### config.mk
export PLATFORM = sky130hd
export DESIGN_NAME = circle_box_overlap_counter_core
export DESIGN_NICKNAME = d
export VERILOG_FILES = /design/src/rtl/core/cbo_pkg.sv /design/src/rtl/core/circle_box_overlap_counter_core.sv /design/src/rtl/core/cbo_cell.sv /design/src/rtl/core/cbo_eval.sv
export SDC_FILE = /design/constraint.sdc
export NUM_CORES = 2
export LEC_CHECK = 0
export ABC_AREA = 1
export BUFFER_PORTS_ARGS = -buffer_cell sky130_fd_sc_hd__buf_4
export CORE_MARGIN = 2
export CORE_UTILIZATION = 58
export DETAILED_ROUTE_END_ITERATION = 12
export PLACE_DENSITY_LB_ADDON = 0.15
export REMOVE_ABC_BUFFERS = 1
export SYNTH_ARGS = -nofsm -noshare
export SYNTH_HDL_FRONTEND = slang
export SYNTH_SLANG_ARGS = --single-unit
### constraint.sdc
create_clock -name clk -period 5.3 [get_ports clk]
set_input_delay 1.06 -clock clk [delete_from_list [all_inputs] [get_ports clk]]
set_output_delay 1.06 -clock clk [all_outputs]
set_load 0.01 [all_outputs]
### src/rtl/core/cbo_pkg.sv
// Shared constants, request codes and control structs for the circle/box overlap counter.
// No dependencies; used by cbo_cell, cbo_eval and circle_box_overlap_counter_core.
package cbo_pkg;

  localparam int ENTRIES_DEF    = 16;
  localparam int COORD_BITS_DEF = 16;

  localparam int          RAD_W           = 33;
  localparam logic [32:0] RADIUS_SQ_RESET = 33'd10000;

  localparam logic [1:0] REQ_ADD   = 2'd0;
  localparam logic [1:0] REQ_CHECK = 2'd1;
  localparam logic [1:0] REQ_CLEAR = 2'd2;

  typedef struct packed {
    logic shift;
    logic load;
  } cell_ctrl_t;

  typedef struct packed {
    logic valid;
    logic hit;
    logic busy;
  } eval_stat_t;

endpackage

### src/rtl/core/circle_box_overlap_counter_core.sv
// Circle/box overlap counter: ring of ENTRIES centre cells feeding one distance unit.
// Add, clear and unused requests go to the result state, which registers the result once the last is taken.
// Check: the sweep state rotates the ring through the distance unit, one centre per cycle,
// and the drain state waits for it to empty. Requests are taken only in the idle state.
// Reset (rst, synchronous): stored count 0, radius_squared 10000; centre cells are not cleared.
// Depends on cbo_pkg, cbo_cell and cbo_eval.
module circle_box_overlap_counter_core #(
  parameter int ENTRIES    = cbo_pkg::ENTRIES_DEF,
  parameter int COORD_BITS = cbo_pkg::COORD_BITS_DEF,
  parameter int CNT_W      = $clog2(ENTRIES + 1)
) (
  input  logic                          clk,
  input  logic                          rst,
  input  logic                          cfg_wr_en,
  input  logic [cbo_pkg::RAD_W-1:0]     cfg_wr_data,
  input  logic                          in_valid,
  output logic                          in_ready,
  input  logic [1:0]                    req_type,
  input  logic signed [COORD_BITS-1:0]  point_x,
  input  logic signed [COORD_BITS-1:0]  point_y,
  input  logic signed [COORD_BITS-1:0]  box_left,
  input  logic signed [COORD_BITS-1:0]  box_right,
  input  logic signed [COORD_BITS-1:0]  box_bottom,
  input  logic signed [COORD_BITS-1:0]  box_top,
  output logic                          out_valid,
  input  logic                          out_ready,
  output logic [CNT_W-1:0]              hit_count,
  output logic                          accepted,
  output logic [CNT_W-1:0]              stored_count
);

  typedef enum logic [3:0] {
    S_IDLE   = 4'b0001,
    S_SWEEP  = 4'b0010,
    S_DRAIN  = 4'b0100,
    S_RESULT = 4'b1000
  } state_t;

  state_t                       state;
  logic [cbo_pkg::RAD_W-1:0]    radius_sq;
  logic [CNT_W-1:0]             entry_count;
  logic [CNT_W-1:0]             step;
  logic [CNT_W-1:0]             hits;
  logic                         res_acc;
  logic signed [COORD_BITS-1:0] box_l, box_r, box_b, box_t;
  logic                         in_fire;
  logic                         sweeping;
  logic                         has_room;
  cbo_pkg::eval_stat_t          ev_stat;

  logic signed [COORD_BITS-1:0] cell_x [ENTRIES];
  logic signed [COORD_BITS-1:0] cell_y [ENTRIES];

  assign in_ready = (state == S_IDLE);
  assign in_fire  = in_valid & in_ready;
  assign sweeping = (state == S_SWEEP);
  assign has_room = (entry_count < CNT_W'(ENTRIES));

  // Ring rotates toward cell 0; after ENTRIES shifts every centre is back in place.
  for (genvar i = 0; i < ENTRIES; i++) begin : g_cell
    localparam int NB = (i + 1) % ENTRIES;
    cbo_pkg::cell_ctrl_t ctrl;
    assign ctrl.shift = sweeping;
    assign ctrl.load  = in_fire && (req_type == cbo_pkg::REQ_ADD) && has_room
                        && (entry_count == CNT_W'(i));
    cbo_cell #(.COORD_BITS(COORD_BITS)) u_cell (
      .clk     (clk),
      .ctrl    (ctrl),
      .shift_x (cell_x[NB]),
      .shift_y (cell_y[NB]),
      .load_x  (point_x),
      .load_y  (point_y),
      .x       (cell_x[i]),
      .y       (cell_y[i])
    );
  end

  cbo_eval #(.COORD_BITS(COORD_BITS)) u_eval (
    .clk       (clk),
    .rst       (rst),
    .in_valid  (sweeping && (step < entry_count)),
    .cx        (cell_x[0]),
    .cy        (cell_y[0]),
    .box_l     (box_l),
    .box_r     (box_r),
    .box_b     (box_b),
    .box_t     (box_t),
    .radius_sq (radius_sq),
    .stat      (ev_stat)
  );

  always_ff @(posedge clk) begin
    if (in_fire && (req_type == cbo_pkg::REQ_CHECK)) begin
      box_l <= box_left;
      box_r <= box_right;
      box_b <= box_bottom;
      box_t <= box_top;
    end
  end

  always_ff @(posedge clk) begin
    if (rst) begin
      radius_sq <= cbo_pkg::RADIUS_SQ_RESET;
    end else if (cfg_wr_en) begin
      radius_sq <= cfg_wr_data;
    end
  end

  always_ff @(posedge clk) begin
    if (rst) begin
      state       <= S_IDLE;
      entry_count <= '0;
      step        <= '0;
      hits        <= '0;
      res_acc     <= 1'b0;
      out_valid   <= 1'b0;
      hit_count   <= '0;
      accepted    <= 1'b0;
      stored_count <= '0;
    end else begin
      // the result state handles its own output handshake
      if (out_valid && out_ready && (state != S_RESULT)) begin
        out_valid <= 1'b0;
      end
      if (ev_stat.valid && ev_stat.hit) begin
        hits <= hits + 1'b1;
      end
      unique case (state)
        S_IDLE: begin
          if (in_fire) begin
            hits <= '0;
            step <= '0;
            case (req_type)
              cbo_pkg::REQ_ADD: begin
                res_acc <= has_room;
                if (has_room) begin
                  entry_count <= entry_count + 1'b1;
                end
                state <= S_RESULT;
              end
              cbo_pkg::REQ_CHECK: begin
                res_acc <= 1'b1;
                state   <= S_SWEEP;
              end
              cbo_pkg::REQ_CLEAR: begin
                res_acc     <= 1'b1;
                entry_count <= '0;
                state       <= S_RESULT;
              end
              default: begin
                res_acc <= 1'b0;
                state   <= S_RESULT;
              end
            endcase
          end
        end
        S_SWEEP: begin
          step <= step + 1'b1;
          if (step == CNT_W'(ENTRIES - 1)) begin
            state <= S_DRAIN;
          end
        end
        S_DRAIN: begin
          if (!ev_stat.busy) begin
            state <= S_RESULT;
          end
        end
        S_RESULT: begin
          if (!out_valid || out_ready) begin
            out_valid    <= 1'b1;
            hit_count    <= hits;
            accepted     <= res_acc;
            stored_count <= entry_count;
            state        <= S_IDLE;
          end
        end
        default: begin
          state <= S_IDLE;
        end
      endcase
    end
  end

`ifndef SYNTHESIS
  a_count_range: assert property (@(posedge clk) disable iff (rst)
    entry_count <= CNT_W'(ENTRIES))
    else $error("stored count above table size");

  a_hits_bounded: assert property (@(posedge clk) disable iff (rst)
    hits <= entry_count)
    else $error("hit count exceeds stored centres");

  a_idle_unit_empty: assert property (@(posedge clk) disable iff (rst)
    (state == S_IDLE) |-> !ev_stat.busy)
    else $error("distance unit busy while idle");

  a_sweep_holds: assert property (@(posedge clk) disable iff (rst)
    (state == S_SWEEP) && (step != CNT_W'(ENTRIES - 1)) |=> (state == S_SWEEP))
    else $error("sweep left before full rotation");

  a_add_grows: assert property (@(posedge clk) disable iff (rst)
    in_fire && (req_type == cbo_pkg::REQ_ADD) && has_room
    |=> entry_count == $past(entry_count) + 1'b1)
    else $error("add with room did not grow table");
`endif

endmodule

### src/rtl/core/cbo_cell.sv
// One cell of the centre ring: holds one stored centre, loads on add, rotates on sweep.
// Depends on cbo_pkg for the cell control struct.
module cbo_cell #(
  parameter int COORD_BITS = cbo_pkg::COORD_BITS_DEF
) (
  input  logic                          clk,
  input  cbo_pkg::cell_ctrl_t           ctrl,
  input  logic signed [COORD_BITS-1:0]  shift_x,
  input  logic signed [COORD_BITS-1:0]  shift_y,
  input  logic signed [COORD_BITS-1:0]  load_x,
  input  logic signed [COORD_BITS-1:0]  load_y,
  output logic signed [COORD_BITS-1:0]  x,
  output logic signed [COORD_BITS-1:0]  y
);

  always_ff @(posedge clk) begin
    if (ctrl.load) begin
      x <= load_x;
      y <= load_y;
    end else if (ctrl.shift) begin
      x <= shift_x;
      y <= shift_y;
    end
  end

endmodule

### src/rtl/core/cbo_eval.sv
// Three-stage distance unit: clamp offset, square, sum and compare against the radius.
// Depends on cbo_pkg for the radius width and the status struct.
module cbo_eval #(
  parameter int COORD_BITS = cbo_pkg::COORD_BITS_DEF
) (
  input  logic                              clk,
  input  logic                              rst,
  input  logic                              in_valid,
  input  logic signed [COORD_BITS-1:0]      cx,
  input  logic signed [COORD_BITS-1:0]      cy,
  input  logic signed [COORD_BITS-1:0]      box_l,
  input  logic signed [COORD_BITS-1:0]      box_r,
  input  logic signed [COORD_BITS-1:0]      box_b,
  input  logic signed [COORD_BITS-1:0]      box_t,
  input  logic [cbo_pkg::RAD_W-1:0]         radius_sq,
  output cbo_pkg::eval_stat_t               stat
);

  localparam int SQ_W  = 2 * COORD_BITS;
  localparam int SUM_W = SQ_W + 1;
  localparam int CMP_W = (SUM_W > cbo_pkg::RAD_W) ? SUM_W : cbo_pkg::RAD_W;

  logic [COORD_BITS:0]   dxl, dxr, dyb, dyt;
  logic [COORD_BITS-1:0] abs_x_next, abs_y_next;
  logic [COORD_BITS-1:0] abs_x, abs_y;
  logic [SQ_W-1:0]       sq_x, sq_y;
  logic [CMP_W-1:0]      sum;
  logic                  v1, v2, v3;
  logic                  hit;

  // Below-low test wins over above-high, which matters for inverted boxes.
  always_comb begin
    dxl = {box_l[COORD_BITS-1], box_l} - {cx[COORD_BITS-1], cx};
    dxr = {cx[COORD_BITS-1], cx} - {box_r[COORD_BITS-1], box_r};
    dyb = {box_b[COORD_BITS-1], box_b} - {cy[COORD_BITS-1], cy};
    dyt = {cy[COORD_BITS-1], cy} - {box_t[COORD_BITS-1], box_t};
    if (cx < box_l) begin
      abs_x_next = dxl[COORD_BITS-1:0];
    end else if (cx > box_r) begin
      abs_x_next = dxr[COORD_BITS-1:0];
    end else begin
      abs_x_next = '0;
    end
    if (cy < box_b) begin
      abs_y_next = dyb[COORD_BITS-1:0];
    end else if (cy > box_t) begin
      abs_y_next = dyt[COORD_BITS-1:0];
    end else begin
      abs_y_next = '0;
    end
  end

  assign sum = CMP_W'(sq_x) + CMP_W'(sq_y);

  always_ff @(posedge clk) begin
    abs_x <= abs_x_next;
    abs_y <= abs_y_next;
    sq_x  <= SQ_W'(abs_x) * SQ_W'(abs_x);
    sq_y  <= SQ_W'(abs_y) * SQ_W'(abs_y);
    hit   <= (sum <= CMP_W'(radius_sq));
  end

  always_ff @(posedge clk) begin
    if (rst) begin
      v1 <= 1'b0;
      v2 <= 1'b0;
      v3 <= 1'b0;
    end else begin
      v1 <= in_valid;
      v2 <= v1;
      v3 <= v2;
    end
  end

  assign stat.valid = v3;
  assign stat.hit   = hit;
  assign stat.busy  = v1 | v2 | v3;

endmodule

==> summary.md <==
| Metric | Value |
|---|---|
| Status | `finished clean` |
| Area fraction of the dominant cell type after synthesis | `34.6%` |
| Tmin final | `5.11 ns` |
| Unrepaired setup endpoints after global routing | `yes` |
| Maxcap violations | `0` |
| Utilization after layout | `65.6%` |
| ANT cells | `0` |
| Placed cell count | `6767` |
| IO Pins | `149` |
| Die H | `297 µm` |
| Fin cells | `6923` |
| CTS tree | `built` |
| Global-route wire length before repair | `200000 µm` |
| Post-synthesis cell area | `49900 µm²` |
| Clock Latency Late Sink | `0.68 ns` |
| DP Area | `52300 µm²` |
| Grt ovf | `0` |
| Cell mode on critical path | `fa_1` |
| Crit. End Element | `flop` |
| DR vias | `37400` |
| Die X-Extent | `297 µm` |
| TritonRoute pass-1 iters | `6` |
| Crit path cell chain | `buf_4, nand2_1, fa_1, inv_1, fa_1, fa_1, fa_1, fa_1, inv_1, fa_1, inv_1, ha_4, nand2_1, buf_4, nor2_1, inv_1, nor3_2, nand4_1, nand3_2, nand2_1, inv_1, nor2_1` |
| Design Area, Final | `55900 µm²` |
| Post-DR vias/cell | `5.40` |
| Share of cells above drive strength 1 | `11.6%` |
| CTS buffer count | `81` |
| Max incr delay on CP | `0.56 ns` |
| Leading area contributor after synthesis | `edfxtp_1` |
| Total Wirelength | `125000 µm` |
| Clk Tree Root Cell | `clkbuf_16` |
| CTS Hold Buffers Added | `0` |
| Row Count | `107` |
| Die area | `88400 µm²` |
| GRT Total Usage | `28.4%` |
| Critical path type | `flop to flop` |
| Commonest non-fill, non-tap cells in the layout | `1404 x nand2_1, 940 x inv_1, 576 x edfxtp_1` |
| Max-slew violations | `0` |
| Layout overhead on the synthesized area | `12.1%` |
| Worst path slowest cell | `fa_1` |
| Dpl hpwl | `92000 µm` |
| H-tree depth | `3` |
| DRC Markers | `0` |
| Gate count of the mapped netlist | `5557` |
| Startpoint Class | `flop` |
| Number of routed nets with antenna violations | `0` |
| Post-synth ARST share | `0%` |
| Commonest non-fill, non-tap cell in the layout | `nand2_1` |
| Maximum clock path buffer count | `3` |
| Synthesized area per cell | `8.98 µm²` |
| Initial antenna violation count | `2` |
| Routed WL per cell | `18.1 µm` |
| Starting Density | `58.5%` |
| Via count of the first global-routing pass | `37200` |
| Initial DRC count | `3447` |
| Ys flop type | `edfxtp_1` |
| Core area | `85300 µm²` |
| Layout Nets | `6521` |
| Top cell family by delay on the critical path | `adder cells` |
| Register area share after synthesis | `41.2%` |
| Final Skew | `0.0507 ns` |
| Worst EP required | `5.84 ns` |
| CTS clock-pin slew for the worst setup and hold paths | `0.06 ns` |
| GP Congestion | `0.943` |
| #FFs+latches synth | `739` |
| Yosys cell types | `46` |
| Synth area leaders | `edfxtp_1 35%, fa_1 13%, nand2_1 11%` |
| Yosys warns | `0` |
| Port bufs | `148` |
| Finish-stage setup viols | `0` |
| Slew headroom | `23.1%` |
| Hold Path Class | `flop to flop` |
| CP max FO | `6` |
| Pin count of the biggest net entering global routing | `66` |
| Max Fclk | `196 MHz` |
| Worst EP arrival | `5.65 ns` |
| Post-synth EDFFs | `576` |
| Worst Max-Slew Pin Slew | `1.15 ns` |
| Sink Count | `739` |
| Final hold vios | `0` |
| Worst path buffer plus inverter count | `7` |
| Fin crit share | `96.4%` |
-- routing by layer --
metal  part of all wire (%)  global-route usage, %  vias to the layer above
met4                    2.6                   8.26                        0
met2                     48                   47.9                     1088
met1                     43                   39.1                    17900
met3                    5.6                   3.07                      192
met5                      0                      0                        -
li1                       -                      -                    18100
-- cell usage after synthesis, types with 3 or more instances --
library cell	instances
a21o_1	13
a21oi_1	225
and2_1	6
buf_2	32
buf_6	54
clkbuf_1	136
dfxtp_1	163
edfxtp_1	576
fa_1	328
ha_1	342
inv_1	947
inv_2	3
nand2_1	1448
nand2_2	3
nand3_1	162
nand3_2	9
nand3b_1	16
nand4_1	28
nor2_1	212
nor3_1	45
o211ai_1	3
o21a_1	6
o21ai_0	422
o21ai_1	181
o21ai_2	24
o21bai_1	26
or2_1	3
or2_2	4
xnor2_1	18
xor2_1	97
-- worst paths after layout --
kind         depth (start not counted)               to              from  slack [ns]
min reg2reg                          2        u_eval.v2         u_eval.v1        0.42
max reg2reg                         22  u_eval.sq_x[25]  u_eval.abs_x[11]        0.19
max                                 22  u_eval.sq_x[25]  u_eval.abs_x[11]        0.19
min                                  2        u_eval.v2         u_eval.v1        0.42
-- cell families after synthesis --
logic type / count (synthesis) / share of synthesized area, %
fa+ha+maj: 670 / 21.7
buf+inv: 1180 / 9.81
xor+xnor: 115 / 2.02
compound gates: 907 / 9.55
flops: 739 / 41.2
simple gates: 1946 / 15.7
-- final cells by class --
| type | count | area, µm² |
|---|---|---|
| Sequential cell | 739 | 20700 |
| Clock buffer | 103 | 2160 |
| Tap cell | 1144 | 1430 |
| Fill cell | 7098 | 29300 |
| Timing Repair Buffer | 304 | 2350 |
| Inverter | 951 | 3570 |
| Clock inverter | 44 | 515 |
| Multi-Input combinational cell | 3638 | 25300 |
-- worst min-delay path: stages, from the launching register on --
cell and delay, ns:
dfxtp_1 0.31, inv_1 0.05, nor2_1 0.03
-- sequential cells by signal (all words and copies together) (netlist names), 4 cells and up --
signal	flops
step	5
box_t	16
u_eval.sq_x	31
u_eval.abs_y	16
box_l	16
entry_count	5
state	4
hits	5
u_eval.abs_x	16
hit_count	5
stored_count	5
box_r	16
radius_sq	33
g_cell.u_cell.x	256
box_b	16
u_eval.sq_y	31
g_cell.u_cell.y	256
-- per-stage QoR --
stage | setup WS (ns) | setup TNS (ns) | hold WS, ns
after floorplan | 0.150 | 0 | 0.403
after global placement | -0.144 | -0.264 | 0.406
after detailed placement | -0.148 | -0.656 | 0.417
after CTS | 0.00102 | 0 | 0.427
after global routing | -0.0692 | -0.231 | 0.448
final | 0.189 | 0 | 0.422
-- repair_timing --
action                                  CTS  global route
gates cloned                              0             0
pin swaps                                 1            46
setup buffers                             0             9
endpoints found under the setup margin   27            40
endpoints found under the hold margin     0             0
gates resized for setup                  26           213
Power is left out: the tool's default activity adds up to more than one toggle a clock period on the data nets, which glitch-free logic cannot reach.
